===== config.mk =====
export PLATFORM = sky130hd
export DESIGN_NAME = integer_to_ascii_formatter_unit
export DESIGN_NICKNAME = d
export VERILOG_FILES = /design/src/design/itoa_pkg.sv /design/src/design/itoa_ctrl.sv /design/src/design/itoa_dp.sv /design/src/design/integer_to_ascii_formatter_unit.sv
export SDC_FILE = /design/constraint.sdc
export NUM_CORES = 1
export LEC_CHECK = 0
export BUFFER_PORTS_ARGS = -buffer_cell sky130_fd_sc_hd__buf_2
export CORE_MARGIN = 1
export CORE_UTILIZATION = 54
export DETAILED_ROUTE_END_ITERATION = 16
export HOLD_SLACK_MARGIN = 0.03
export MAX_ROUTING_LAYER = met4
export PLACE_DENSITY = 0.76
export SLEW_MARGIN = 15
export SYNTH_ARGS = -nofsm -noshare
export SYNTH_HDL_FRONTEND = slang
export SYNTH_SLANG_ARGS = --single-unit

===== constraint.sdc =====
create_clock -name aclk -period 4.6 [get_ports aclk]
set_input_delay 0.92 -clock aclk [delete_from_list [all_inputs] [get_ports aclk]]
set_output_delay 0.92 -clock aclk [all_outputs]
set_load 0.005 [all_outputs]

===== src/design/itoa_pkg.sv =====
`timescale 1ns / 1ps
// ----------------------------------------------------------------------------
// itoa_pkg
// Shared types, mode codes and character constants for the integer to ASCII
// formatter.
// ----------------------------------------------------------------------------
package itoa_pkg;

    // mode codes on the func field
    localparam logic [1:0] FUNC_SDEC    = 2'd0;
    localparam logic [1:0] FUNC_HEX     = 2'd2;
    localparam logic [1:0] FUNC_HEX_ALT = 2'd3;  // unused code, decoded as hex

    localparam logic [7:0] CHAR_ZERO  = 8'h30;
    localparam logic [7:0] CHAR_LOWA  = 8'h61;
    localparam logic [7:0] CHAR_MINUS = 8'h2D;

    localparam logic [3:0] DIGIT_TEN = 4'd10;

    // controller -> datapath
    typedef struct packed {
        logic load;       // capture magnitude and flags
        logic shift;      // one double-dabble step
        logic adv;        // drop the top digit
        logic put_sign;   // output register <= '-'
        logic put_digit;  // output register <= top digit
        logic put_last;   // last flag for put_digit
    } cmd_t;

    // datapath -> controller
    typedef struct packed {
        logic neg;
        logic top_zero;
    } sts_t;

    function automatic logic [7:0] digit_to_ascii(input logic [3:0] d);
        logic [7:0] c;
        if (d < DIGIT_TEN) begin
            c = CHAR_ZERO + {4'd0, d};
        end else begin
            c = CHAR_LOWA + {4'd0, d - DIGIT_TEN};
        end
        return c;
    endfunction

endpackage


===== src/design/itoa_ctrl.sv =====
`timescale 1ns / 1ps
// ----------------------------------------------------------------------------
// itoa_ctrl
// Sequencer: takes a word, runs the binary to BCD steps if decimal, skips
// leading zero digits, then hands out sign and digits via the output register.
// ----------------------------------------------------------------------------
module itoa_ctrl #(
    parameter int VALUE_WIDTH = 32,
    parameter int NDIG        = 10
) (
    input  logic             aclk,
    input  logic             aresetn,
    input  logic             s_tvalid,
    output logic             s_tready,
    input  logic [1:0]       s_func,
    output logic             m_tvalid,
    input  logic             m_tready,
    output itoa_pkg::cmd_t   cmd,
    input  itoa_pkg::sts_t   sts
);

    localparam int CW = $clog2(VALUE_WIDTH + 1);
    localparam int RW = $clog2(NDIG + 1);

    typedef enum logic [2:0] {
        S_IDLE,
        S_CONV,
        S_SKIP,
        S_EMIT,
        S_DRAIN
    } state_t;

    state_t          state_reg, state_next;
    logic [CW-1:0]   cnt_reg, cnt_next;
    logic [RW-1:0]   rem_reg, rem_next;
    logic            valid_reg, valid_next;
    logic            hex_in;
    logic            rem_one;

    assign hex_in  = (s_func == itoa_pkg::FUNC_HEX) || (s_func == itoa_pkg::FUNC_HEX_ALT);
    assign rem_one = (rem_reg == RW'(1));

    always_comb begin
        state_next = state_reg;
        cnt_next   = cnt_reg;
        rem_next   = rem_reg;
        valid_next = valid_reg;
        cmd        = '0;
        case (state_reg)
            S_IDLE: begin
                if (s_tvalid) begin
                    cmd.load   = 1'b1;
                    rem_next   = RW'(NDIG);
                    cnt_next   = CW'(VALUE_WIDTH);
                    state_next = hex_in ? S_SKIP : S_CONV;
                end
            end
            S_CONV: begin
                cmd.shift = 1'b1;
                cnt_next  = cnt_reg - CW'(1);
                if (cnt_reg == CW'(1)) begin
                    state_next = S_SKIP;
                end
            end
            S_SKIP: begin
                // always keep at least one digit so zero prints as '0'
                if (sts.top_zero && !rem_one) begin
                    cmd.adv  = 1'b1;
                    rem_next = rem_reg - RW'(1);
                end else begin
                    if (sts.neg) begin
                        cmd.put_sign = 1'b1;
                        valid_next   = 1'b1;
                    end
                    state_next = S_EMIT;
                end
            end
            S_EMIT: begin
                if (!valid_reg || m_tready) begin
                    cmd.put_digit = 1'b1;
                    cmd.adv       = 1'b1;
                    cmd.put_last  = rem_one;
                    valid_next    = 1'b1;
                    rem_next      = rem_reg - RW'(1);
                    if (rem_one) begin
                        state_next = S_DRAIN;
                    end
                end
            end
            S_DRAIN: begin
                if (m_tready) begin
                    valid_next = 1'b0;
                    state_next = S_IDLE;
                end
            end
            default: begin
                state_next = S_IDLE;
                valid_next = 1'b0;
            end
        endcase
    end

    always_ff @(posedge aclk) begin
        if (!aresetn) begin
            state_reg <= S_IDLE;
            cnt_reg   <= '0;
            rem_reg   <= '0;
            valid_reg <= 1'b0;
        end else begin
            state_reg <= state_next;
            cnt_reg   <= cnt_next;
            rem_reg   <= rem_next;
            valid_reg <= valid_next;
        end
    end

    assign s_tready = (state_reg == S_IDLE);
    assign m_tvalid = valid_reg;

endmodule


===== src/design/itoa_dp.sv =====
`timescale 1ns / 1ps
// ----------------------------------------------------------------------------
// itoa_dp
// Datapath: magnitude and sign capture, shift-and-add-3 BCD converter,
// digit shift register and the character output register.
// ----------------------------------------------------------------------------
module itoa_dp #(
    parameter int VALUE_WIDTH = 32,
    parameter int NDIG        = 10
) (
    input  logic                   aclk,
    input  logic [1:0]             s_func,
    input  logic [VALUE_WIDTH-1:0] s_value,
    input  itoa_pkg::cmd_t         cmd,
    output itoa_pkg::sts_t         sts,
    output logic [7:0]             m_char,
    output logic                   m_last
);

    localparam int DW = NDIG * 4;

    logic [VALUE_WIDTH-1:0] bin_reg;
    logic [DW-1:0]          bcd_reg;
    logic                   neg_reg;
    logic [7:0]             char_reg;
    logic                   last_reg;

    logic                   neg_in;
    logic [VALUE_WIDTH-1:0] mag;
    logic [DW-1:0]          bcd_adj;
    logic [3:0]             top_digit;

    assign neg_in = (s_func == itoa_pkg::FUNC_SDEC) && s_value[VALUE_WIDTH-1];
    // unsigned magnitude, so the most negative value comes out exact
    assign mag    = neg_in ? (~s_value + VALUE_WIDTH'(1)) : s_value;

    // add 3 to every digit of 5 or more before the shift
    always_comb begin
        for (int i = 0; i < NDIG; i++) begin
            if (bcd_reg[i*4 +: 4] >= 4'd5) begin
                bcd_adj[i*4 +: 4] = bcd_reg[i*4 +: 4] + 4'd3;
            end else begin
                bcd_adj[i*4 +: 4] = bcd_reg[i*4 +: 4];
            end
        end
    end

    assign top_digit = bcd_reg[DW-1 -: 4];

    always_ff @(posedge aclk) begin
        if (cmd.load) begin
            neg_reg <= neg_in;
            if (s_func[1]) begin
                bin_reg <= '0;
                bcd_reg <= {{(DW-VALUE_WIDTH){1'b0}}, mag};
            end else begin
                bin_reg <= mag;
                bcd_reg <= '0;
            end
        end else if (cmd.shift) begin
            bcd_reg <= {bcd_adj[DW-2:0], bin_reg[VALUE_WIDTH-1]};
            bin_reg <= {bin_reg[VALUE_WIDTH-2:0], 1'b0};
        end else if (cmd.adv) begin
            bcd_reg <= {bcd_reg[DW-5:0], 4'h0};
        end
    end

    always_ff @(posedge aclk) begin
        if (cmd.put_sign) begin
            char_reg <= itoa_pkg::CHAR_MINUS;
            last_reg <= 1'b0;
        end else if (cmd.put_digit) begin
            char_reg <= itoa_pkg::digit_to_ascii(top_digit);
            last_reg <= cmd.put_last;
        end
    end

    assign sts.neg      = neg_reg;
    assign sts.top_zero = (top_digit == 4'd0);
    assign m_char       = char_reg;
    assign m_last       = last_reg;

endmodule


===== src/design/integer_to_ascii_formatter_unit.sv =====
`timescale 1ns / 1ps
// ----------------------------------------------------------------------------
// integer_to_ascii_formatter_unit
// Formats one word as signed decimal, unsigned decimal or lowercase hex ASCII,
// most significant character first, tlast on the final character.
// ----------------------------------------------------------------------------
// Sequence: decimal words run the BCD loop after accept, hex words do not; then
// each leading zero digit is dropped, and a leading '-' is shown before the first
// digit. Then one character per cycle while m_tready is high.
// One word at a time: s_tready returns after the last character is taken; the
// VALUE_WIDTH-step shift-and-add-3 BCD loop sets the decimal cost.
// Reset: synchronous, active low aresetn; no word in flight, outputs empty.
module integer_to_ascii_formatter_unit #(
    parameter int VALUE_WIDTH = 32
) (
    input  logic                                    aclk,
    input  logic                                    aresetn,
    input  logic                                    s_tvalid,
    output logic                                    s_tready,
    // func [1:0], value [VALUE_WIDTH+1:2], zero pad above
    input  logic [((VALUE_WIDTH + 2 + 7) / 8)*8-1:0] s_tdata,
    output logic                                    m_tvalid,
    input  logic                                    m_tready,
    // char_out [7:0]
    output logic [7:0]                              m_tdata,
    output logic                                    m_tlast
);

    localparam int NDIG = (VALUE_WIDTH * 1233) / 4096 + 1;

    itoa_pkg::cmd_t cmd;
    itoa_pkg::sts_t sts;

    itoa_ctrl #(
        .VALUE_WIDTH (VALUE_WIDTH),
        .NDIG        (NDIG)
    ) u_ctrl (
        .aclk     (aclk),
        .aresetn  (aresetn),
        .s_tvalid (s_tvalid),
        .s_tready (s_tready),
        .s_func   (s_tdata[1:0]),
        .m_tvalid (m_tvalid),
        .m_tready (m_tready),
        .cmd      (cmd),
        .sts      (sts)
    );

    itoa_dp #(
        .VALUE_WIDTH (VALUE_WIDTH),
        .NDIG        (NDIG)
    ) u_dp (
        .aclk    (aclk),
        .s_func  (s_tdata[1:0]),
        .s_value (s_tdata[VALUE_WIDTH+1:2]),
        .cmd     (cmd),
        .sts     (sts),
        .m_char  (m_tdata),
        .m_last  (m_tlast)
    );

endmodule


# Word-level counts from Yosys, hierarchy flattened
# Index checks and enable logic that the tools add are counted.
# word_totals
reg_bits	96
elab_cells	121
out_inout_bits	11
in_bits	44
# op_classes
n_eq_ne	16
n_lt_le_gt_ge	11
reduce_logical	18
addsub	16
mux	49
bitwise	2
# op_table
op	n
32-bit 2-to-1 mux	5
40-bit 2-to-1 mux	3
4-bit 2-to-1 mux	12
4-bit by 3-bit >= comparator with 1-bit output, second input constant	10
4-bit by 2-bit adder with 4-bit output, second input constant	9
32-bit by 1-bit adder with 32-bit output, second input constant	1
32-bit inverter	1
3-bit 2-to-1 mux	7
3-bit case mux with 5 select lines	1
1-bit 2-to-1 mux	12
4-bit case mux with 3 select lines	1
6-bit case mux with 2 select lines	1
2-bit by 1-bit != test with 1-bit output, second input constant	5
7-bit by 4-bit adder with 8-bit output, first input constant	1
8-bit 2-to-1 mux	1
6-bit by 4-bit adder with 7-bit output, first input constant	1
3-bit by 2-bit equality test with 1-bit output, second input constant	2
6-bit by 1-bit equality test with 1-bit output, second input constant	1
2-bit 2-to-1 mux	3
6-bit 2-to-1 mux	1
2-bit != test, second input constant	3
6-bit AND reduction	1
3-bit nonzero test	2
6-bit by 1-bit subtractor with 6-bit output, second input constant	1
other kinds (22)	27

# Depth between registers and ports, before layout
# Gate-level depths: netlist of run 1.
# logic_depth
depth_word	8
ltp_mapped	8
depth_no_buf	7

# By module
# Synthesis of run 1 repeated with hierarchy kept, for this count alone.
# unflattened
cells_unflattened	662
area_unflattened_um2	6338.6
# by_module_without_submodules
mod	cells_per_inst	area_per_inst_um2	n_inst	seq_area_each_um2
itoa_dp	550	5415.2	1	2332.2
itoa_ctrl	112	923.4	1	280.3

# Worst setup path before layout of run 1
# OpenSTA, ideal clock, no wires.
# synth_timing
kind	input port to flip-flop
start	input s_tvalid
end	register u_dp.bcd_reg[0], enable pin
setup_time_ns	0.487
required_ns	4.113
slack_ns	0.196
path_stages	3
arrival_time_ns	3.917
n_path_buf	0
path_cell_list	nor2b_1 a311oi_1 nor3_1
# synth_between
elab_chain_len	3
# synth_lines
item	line_no	rtl
start, declared	integer_to_ascii_formatter_unit.sv:18	input logic s_tvalid,
1-bit 2-to-1 mux	itoa_ctrl.sv:51	if (s_tvalid) begin
1-bit 2-to-1 mux	itoa_ctrl.sv:49	case (state_reg)
3-bit nonzero test (no line)	n/a	
end signal, assigned	itoa_dp.sv:55	bcd_reg <= {{(DW-VALUE_WIDTH){1'b0}}, mag};
end signal, assigned	itoa_dp.sv:61	bcd_reg <= {bcd_adj[DW-2:0], bin_reg[VALUE_WIDTH-1]};
end signal, assigned	itoa_dp.sv:64	bcd_reg <= {bcd_reg[DW-5:0], 4'h0};
end, declared	itoa_dp.sv:23	logic [DW-1:0] bcd_reg;
# No other way between the ends.
# A chain may end at the register's enable or synchronous reset.

# Final worst setup path of run 1
# layout_timing
start	register u_ctrl.state_reg[0]
end	register u_dp.bin_reg[4], enable pin
# layout_between
elab_chain_len	3
word_cells_on_any_way	5
classes_between	eq/ne: 1; mux: 2; reduce/logical: 2
# layout_lines
item	line_no	rtl
start, declared	itoa_ctrl.sv:33	state_t state_reg, state_next;
start signal, assigned	itoa_ctrl.sv:110	state_reg <= state_next;
3-bit by 1-bit equality test with 1-bit output or 3-bit zero test (tied branches)	itoa_ctrl.sv:49	
1-bit 2-to-1 mux	itoa_ctrl.sv:49	
2-bit nonzero test (no line) (*)	n/a	
end signal, assigned	itoa_dp.sv:57	bin_reg <= mag;
end signal, assigned	itoa_dp.sv:62	bin_reg <= {bin_reg[VALUE_WIDTH-2:0], 1'b0};
end, declared	itoa_dp.sv:22	logic [VALUE_WIDTH-1:0] bin_reg;
# Every way passes the cells marked *; elsewhere a longest branch is shown, timed or not.

==> results.yml, run 1 <==
clock_tree:
  clk_path_buf_depth: 2
  cts_max_level: 3
  postCtsSetupBuffers: 0
  clk_latency_ns: 0.38
  numClockSinks: 94
  clkTransAtPathRegs_ns: 0.09
  ctsResizeCount: 0
  cts_tree: "yes"
  cts.root.buffer_cell: "clkbuf_8"
  cts_buffers: 9
  cts_hold_buf: 0
place:
  place_area_um2: 6250
  io_buffers: 46
  place_hpwl_mm: 9.21
  gp_congestion: 0.862
worst_setup_path:
  endpoint: "u_dp.bin_reg[4]"
  startpoint_type: "flop"
  r2r_start: "u_ctrl.state_reg[0]"
  crit_chain: "nor3_1 -> nand2_1 -> inv_2 -> buf_4 -> nor2_2 -> inv_1 -> buf_4"
  critical_path_peak_fanout: 24
  critical-path-max-stage-delay_ns: 0.71
  end_kind: "flop"
  worst_path_max_delay_cell: "nor2_2"
  rrSetupSlack_ns: 1.34
  r2r-end: "u_dp.bin_reg[4]"
  path_class: "flop to flop"
  cpMostUsedCell: "buf_4"
  crit_required_ns: 4.70
  cp.arrival_ns: 3.36
  crit_path_start: "u_ctrl.state_reg[0]"
  reg2reg_depth: 7
sta:
  rsz0062_at_grt: "false"
  relSlewSlack_pct: 25.8
  min_period_ns: 3.26
  hold_viol_final: 0
  final_max_slew_viol_count: 0
  fmax_ghz: 0.307
  setup_tns_ns: 0
  tightest_slew_ns: 1.11
  fin_skew_ns: 0.00814
  period_share_pct: 70.8
  setup_viol: 0
cells_and_area:
  drive_gt1_share_pct: 12.2
  final_common_cell: "edfxtp_1"
  fin_area_um2: 6510
  largest_reg_flops: 40
  final_cell_mix: "edfxtp_1, nand2_1, o21ai_0, a21oi_1"
  antenna_cells: 0
  nNetsFinal: 740
  final_util_pct: 62.0
  areaGrowthSynthToFinish_pct: 9.53
power_and_ir_drop:
  leakage_nw: 2.49
  powerDensity_nw_per_um2: 622
  peakVddDrop_v: 0.000289
  combinationalPowerShare_pct: 39.5
  switching_power_mw: 1.54
  total_power_mw: 4.05
  p_int_mw: 2.51
  pwr-share-seq_pct: 42.7
  pwr-share-clk_pct: 17.7
  p_sw_share_pct: 38.1
die:
  ios: 55
  dieArea_um2: 11400
  die_x_um: 107
  core-area_um2: 10500
  rows: 37
  start_util_pct: 56.6
  die_h_um: 107
route:
  route.antenna.remaining_nets: 0
  routed-via-count: 4918
  drt_iter0_markers: 402
  wl_per_cell_um: 16.5
  routed_wl_mm: 13.3
  drc_errors: 0
  first_pass_iters: 5
  vias_per_cell: 6.07
grt:
  first_global_vias: 4761
  antenna_found_initial: 0
  grt_overflow: 0
  grt_start_max_net_pins: 42
  grt_use_total_pct: 25.6
  grt_pass1_wl_mm: 22.3
synth:
  synth_fp_nets: 709
  synthArstFlopShare_pct: 0
  syn_inst: 638
  synth_warnings: 0
  yosys.area_share.simple_pct: 18.4
  synth_top_family_by_area: "compound AO/OA/AOI/OAI gates"
  synth_compound_area_share_pct: 19.9
  synthFlopType: "edfxtp_1"
  synth-edff-count: 73
  synthXorXnorAreaFrac_pct: 6.19
  synth.area.mux_share_pct: 0.673
  synth_cell_type_count: 66
  seq_area_frac_synth_pct: 43.9
  ys_ff_latch: 94
  synth_fa_ha_area_share_pct: 5.68
  synth.avg_cell_area_um2: 9.32
  syn_area_um2: 5950
min_path:
  hold_class: "flop to flop"
  hold-path-cell-count: 1
outcome:
  status: "finished, final reports clean"
run:
  maxCapViolCount: 0
-- per-layer routing --
layer | wire length, µm | GRT usage (%) | part of all wire, % | up-vias
met4 | 264 | 9.98 | 2.0 | 0
met2 | 6310 | 41.5 | 47 | 151
met3 | 721 | 3.83 | 5.4 | 24
met5 | 0 | - | 0 | -
met1 | 6050 | 32.4 | 45 | 2360
li1 | - | - | - | 2383
-- power by group through the flow --
stage	logic [mW]	registers [mW]	clock network, mW
floorplan	1.26	1.65	0
global route	1.82	1.78	0.752
global placement	1.52	1.72	0
detailed placement	1.59	1.74	0
finish	1.60	1.73	0.718
CTS	1.61	1.72	0.723
-- critical path: cells and delay by family (launching register included) --
| kind | cells | cell delay [ns] |
|---|---|---|
| AND/OR/NAND/NOR | 3 | 1.02 |
| buffers and inverters | 4 | 1.32 |
| flip-flops | 1 | 0.63 |
-- through the flow --
step | worst slack (ns) | hold WS (ns) | cells
4_1_cts | 1.35 | 0.477 | 810
3_5_place_dp | 1.15 | 0.446 | 794
5_1_grt | 1.10 | 0.492 | 810
2_1_floorplan | 0.196 | 0.427 | 638
6_report | 1.34 | 0.472 | 810
3_3_place_gp | 1.16 | 0.438 | 794
-- worst min path at each step --
stage,slack [ns],from,endpoint
final,0.47,u_dp.m_char[3],u_dp.m_char[3]
after detailed placement,0.45,u_ctrl.cnt_reg[5],u_ctrl.cnt_reg[5]
after CTS,0.48,u_dp.m_char[3],u_dp.m_char[3]
after global routing,0.49,u_dp.m_char[3],u_dp.m_char[3]
after floorplan,0.43,u_ctrl.cnt_reg[5],u_ctrl.cnt_reg[5]
after global placement,0.44,u_dp.m_char[0],u_dp.m_char[0]
-- synth_stat cells, drive strengths merged (8+ instances only) --
cell | instances | area share, %
a21oi | 47 | 4.0
inv | 41 | 2.6
ha | 27 | 5.7
nand2 | 71 | 4.5
nor2b | 10 | 1.1
nor3 | 22 | 1.9
o221ai | 14 | 2.1
a211oi | 9 | 1.2
edfxtp | 73 | 37
a31oi | 14 | 1.5
nand3 | 8 | 0.67
dfxtp | 21 | 7.1
nor2 | 47 | 3.0
xnor2 | 35 | 5.2
buf | 9 | 1.1
clkbuf | 23 | 1.5
nand2b | 10 | 1.1
nor3b | 13 | 1.6
o21ai | 60 | 5.0
-- layout make-up --
class	instances	area, µm²
multi-input cells	471	3040
flip-flops and latches	94	2610
repair buffers	52	275
well taps	136	170
fillers	842	4000
clock inverters	7	136
inverters	41	154
clock buffers	9	124
-- cell families (layout without fill, tap and decap cells) --
group,Yosys count,count (layout)
AND/OR/NAND/NOR,210,210
other,2,2
adder cells (fa/ha/maj),27,27
XOR/XNOR,42,42
flip-flops,94,94
buffers and inverters,73,109
AO/OA/AOI/OAI,186,186
multiplexers,4,4
No activity file was read; power rests on OpenSTA's default activity.
==> inputs of run 2 (changes only) <==
- clock period: 4.6 -> 2.76 ns (I/O delays scaled with it)
==> run 2 against run 1 <==
Core utilization shrank 0.32 points. Flip-flop and latch count is the same. Setup slack lost 1.1 ns. Global-route usage is essentially flat. Wire length shrank 0.28%. Largest cell class unchanged. Largest power group unchanged.
==> results.yml, run 2 (synthesis gave the netlist of run 1 again) <==
power_and_ir_drop:
  p_int_mw: 3.87
  peakVddDrop_v: 0.000447
  powerDensity_nw_per_um2: 992
  pwr-share-clk_pct: 12.9
  p_sw_share_pct: 39.8
  total_power_mw: 6.43
  leakage_nw: 2.49
  switching_power_mw: 2.56
  pwr-share-seq_pct: 44.9
  combinationalPowerShare_pct: 42.2
grt:
  grt_pass1_wl_mm: 22.2
  grt_use_total_pct: 25.6
  grt_start_max_net_pins: 47
  antenna_found_initial: 0
  grt_overflow: 0
  first_global_vias: 4671
sta:
  final_max_slew_viol_count: 0
  rsz0062_at_grt: "false"
  fin_ws_ns: 0.229
  fin_skew_ns: 0.00962
  tightest_slew_ns: 1.12
  min_period_ns: 2.53
  setup_viol: 0
  relSlewSlack_pct: 25.5
  hold_viol_final: 0
  setup_tns_ns: 0
  fmax_ghz: 0.395
  period_share_pct: 91.7
worst_setup_path:
  path_class: "flop to flop"
  critical_path_peak_fanout: 37
  crit_required_ns: 2.78
  rrSetupSlack_ns: 0.23
  startpoint_type: "flop"
  critical-path-max-stage-delay_ns: 0.50
  cp.arrival_ns: 2.55
  worst_path_max_delay_cell: "buf_4"
  path_buf_inv: 2
  r2r-end: "u_dp.bcd_reg[37]"
  end_kind: "flop"
  reg2reg_depth: 6
  critPathTopFamily: "buffers and inverters"
  crit_chain: "inv_1 -> ha_1 -> nor3b_1 -> a311oi_1 -> nor3_4 -> buf_4"
  r2r_start: "u_dp.bcd_reg[37]"
cells_and_area:
  final_util_pct: 61.7
  drive_gt1_share_pct: 12.5
  largest_reg_flops: 40
  antenna_cells: 0
  final_common_cell: "edfxtp_1"
  nNetsFinal: 746
  n_fill_cell: 877
  areaGrowthSynthToFinish_pct: 8.96
  fin_cells: 816
  final_cell_mix: "edfxtp_1, nand2_1, o21ai_0, a21oi_1"
clock_tree:
  cts_tree: "yes"
  cts_buffers: 9
  clk_latency_ns: 0.38
  ctsResizeCount: 0
  postCtsSetupBuffers: 0
  numClockSinks: 94
  cts_hold_buf: 0
  cts.root.buffer_cell: "clkbuf_8"
  clkTransAtPathRegs_ns: 0.08
  clk_path_buf_depth: 2
  cts_max_level: 3
die:
  start_util_pct: 56.6
  die_x_um: 107
  core-area_um2: 10500
  ios: 55
  die_h_um: 107
  rows: 37
  dieArea_um2: 11400
route:
  routed_wl_mm: 13.3
  route.antenna.remaining_nets: 0
  first_pass_iters: 5
  vias_per_cell: 5.98
  drt_iter0_markers: 346
  routed-via-count: 4880
  drc_errors: 0
  wl_per_cell_um: 16.3
min_path:
  worstHoldStart: "u_dp.m_char[0]"
  hold_class: "flop to flop"
  min_to: "u_dp.m_char[0]"
  hold-path-cell-count: 1
place:
  place_hpwl_mm: 9.41
  gp_congestion: 0.877
  io_buffers: 46
  dp_worst_setup_slack_ns: 0.208
  dp_cells: 800
run:
  maxCapViolCount: 0
outcome:
  status: "finished, final reports clean"
-- run 2: cell count changes in the layout (fill, tap and decap cells not counted) --
cell	before	now
clkinv_1	1	0
clkbuf_8	9	10
nor3_2	1	0
buf_4	6	11
clkbuf_1	0	4
bufinv_16	4	0
buf_12	0	1
clkinv_2	1	2
clkinvlp_4	1	0
nor3_4	0	1
-- run 2: power by group through the flow --
stage          Combinational [mW]  Sequential [mW]  Clock, mW
3_5_place_dp                 2.69             2.90          0
2_1_floorplan                2.11             2.73          0
4_1_cts                      2.72             2.87      0.846
6_report                     2.71             2.89      0.830
5_1_grt                      3.07             2.97      0.888
3_3_place_gp                 2.56             2.86          0
-- run 2: per-layer routing --
metal	routed length, µm	track usage [%]	vias to the layer above	part of all wire (%)
met2	6270	39.8	150	47
li1	-	-	2397	-
met4	215	9.59	0	1.6
met5	0	-	-	0
met3	685	4.32	16	5.1
met1	6140	33.8	2317	46
-- run 2: per-stage QoR --
step	hold slack, ns	area, µm²
after global routing	0.496	6480
after floorplan	0.427	5960
after CTS	0.484	6480
final	0.479	6480
after global placement	0.440	6320
after detailed placement	0.462	6320
-- run 2: area by class of cell --
class | count | area (µm²) | area share (%)
Clock buffer | 14 | 153 | 2.36
Clock inverter | 2 | 10.0 | 0.154
Inverter | 41 | 154 | 2.37
Multi-Input combinational cell | 471 | 3050 | 47.0
Sequential cell | 94 | 2610 | 40.3
Tap cell | 136 | 170 | 2.63
Timing Repair Buffer | 58 | 333 | 5.14
-- run 2: worst max path at each step --
stage / end / from / cells past startpoint / slack [ns]
final: u_dp.bcd_reg[37] / u_dp.bcd_reg[37] / 6 / 0.23
after global placement: u_dp.bin_reg[22] / s_tdata[2] / 9 / 0.22
after detailed placement: u_dp.bin_reg[28] / s_tdata[2] / 9 / 0.21
after CTS: u_dp.bcd_reg[37] / u_dp.bcd_reg[37] / 6 / 0.23
after floorplan: u_dp.bcd_reg[0] / u_dp.bcd_reg[37] / 5 / 0.19
after global routing: u_dp.bcd_reg[26] / u_dp.bcd_reg[37] / 6 / 0.08
==> inputs of run 3 (changes only) <==
- BUFFER_PORTS_ARGS: -buffer_cell sky130_fd_sc_hd__buf_2 -> -buffer_cell sky130_fd_sc_hd__buf_4
- CORE_UTILIZATION: 54 -> 55
- CTS_BUF_LIST: default -> sky130_fd_sc_hd__clkbuf_4
- PLACE_DENSITY: 0.76 -> 0.78
- SETUP_SLACK_MARGIN: default -> 0.2
==> run 3 against run 2 <==
Combinational power grew 2%. Core utilization grew 2.0 points. Maximum frequency grew 8.1%. Clock power grew 14%. Die area shrank 1.8%. Non-clock buffer count grew 2. Register-to-register slack gained 0.19 ns. Cell area grew 2.4%. Wire length grew 0.32%.
==> results.yml, run 3 (synthesis gave the netlist of run 1 again) <==
power_and_ir_drop:
  powerDensity_nw_per_um2: 991
  peakVddDrop_v: 0.000398
  leakage_nw: 2.55
run:
  maxCapViolCount: 0
route:
  routed-via-count: 4929
  first_pass_iters: 5
  routed_wl_mm: 13.4
  route.antenna.remaining_nets: 0
  drc_errors: 0
  drt_iter0_markers: 332
  wl_per_cell_um: 16.3
  vias_per_cell: 6.03
worst_setup_path:
  cp.arrival_ns: 2.71
  end_kind: "flop"
  startpoint_type: "flop"
  path_class: "flop to flop"
  crit_required_ns: 3.13
  critical_path_peak_fanout: 6
sta:
  final_max_slew_viol_count: 0
  fmax_ghz: 0.427
  relSlewSlack_pct: 58.2
  hold_viol_final: 0
  fin_ws_ns: 0.420
  rsz0062_at_grt: "false"
  setup_tns_ns: 0
  min_period_ns: 2.34
  fin_skew_ns: 0.0144
  setup_viol: 0
  tightest_slew_ns: 0.621
  period_share_pct: 84.8
min_path:
  hold_class: "input port to flop"
cells_and_area:
  nNetsFinal: 748
  largest_reg_flops: 40
  final_cell_mix: "edfxtp_1, nand2_1, o21ai_0, buf_4, a21oi_1"
  final_common_cell: "edfxtp_1"
  antenna_cells: 0
  drive_gt1_share_pct: 13.3
  areaGrowthSynthToFinish_pct: 11.6
die:
  start_util_pct: 57.1
  ios: 55
  dieArea_um2: 11200
  rows: 37
  die_x_um: 106
  core-area_um2: 10400
  die_h_um: 106
grt:
  grt_pass1_wl_mm: 22.4
  first_global_vias: 4757
  grtUsageMet3_pct: 3.74
  grt.met2_usage_pct: 41.2
  grt-busiest-layer: "met2"
  use_met1_pct: 33.6
  antenna_found_initial: 0
  grt_use_total_pct: 25.7
  grt_start_max_net_pins: 47
  grt_overflow: 0
place:
  gp_congestion: 0.851
  dp_worst_setup_slack_ns: 0.219
  place_hpwl_mm: 9.44
  io_buffers: 46
clock_tree:
  clkTransAtPathRegs_ns: 0.15
  cts.root.buffer_cell: "clkbuf_4"
  cts_hold_buf: 0
  cts_buffers: 9
  cts_tree: "yes"
  clk_latency_ns: 0.45
  clk_path_buf_depth: 2
  numClockSinks: 94
  cts_max_level: 3
outcome:
  status: "finished, final reports clean"
run 3: cell types whose count changed in the layout (fill, tap and decap cells not counted):
| cell | previous run | this run |
|---|---|---|
| inv_4 | 0 | 1 |
| clkinv_2 | 2 | 1 |
| buf_2 | 46 | 0 |
| clkbuf_1 | 4 | 0 |
| clkbuf_4 | 0 | 10 |
| clkbuf_8 | 10 | 0 |
| clkinvlp_4 | 0 | 1 |
| buf_6 | 0 | 1 |
| buf_4 | 11 | 58 |
| bufinv_16 | 0 | 3 |
run 3: final timing paths:
path         depth (start not counted)         startpoint  slack, ns                  end
min reg2reg                          1     u_dp.m_char[0]       0.49       u_dp.m_char[0]
min                                  2            aresetn       0.40  u_ctrl.state_reg[2]
max reg2reg                          6  u_ctrl.rem_reg[0]       0.42    u_ctrl.rem_reg[3]
max                                  6  u_ctrl.rem_reg[0]       0.42    u_ctrl.rem_reg[3]
run 3: final cells by class:
cell class                 count  area, µm²
multi-input combinational    471       3050
timing repair buffer          60        467
clock inverter                 6        109
tap                          136        170
inverter                      41        154
clock buffer                  10       75.1
fill                         874       3780
sequential                    94       2610
run 3: per-stage QoR:
step                      cells  area, µm²  power [mW]  hold WS, ns  util, %
after floorplan             638       5960        4.83        0.427        -
after global placement      801       6440        5.46        0.447     61.8
after detailed placement    801       6440        5.63        0.457     61.8
after CTS                   817       6620        6.56        0.391     63.6
after global routing        818       6640        7.12        0.376     63.7
final                       818       6640        6.57        0.403     63.7
run 3: repair_timing:
action                     4_1_cts  5_1_grt
resized for setup                0        1
buffers inserted                 0        1
setup endpoints to repair        0       36
run 3: critical path: stages (launching register included):
cell and delay, ns:
dfxtp_1 0.43, ha_1 0.16, or3b_1 0.42, a311oi_1 0.59, a211oi_2 0.18, and4_1 0.25
nor4_1 0.24
run 3: routing by layer:
metal | up-vias | part of all wire (%) | wire [µm]
met5 | - | 0 | 0
met4 | 0 | 1.8 | 234
met1 | 2376 | 46 | 6120
met2 | 137 | 48 | 6370
met3 | 21 | 4.7 | 630
li1 | 2395 | - | -
run 3: power breakdown:
part / internal [mW] / total, mW / leakage (nW) / switching, mW
clock network: 0.468 / 0.946 / 0.0969 / 0.478
registers: 2.38 / 2.87 / 0.902 / 0.495
logic: 1.19 / 2.76 / 1.55 / 1.57
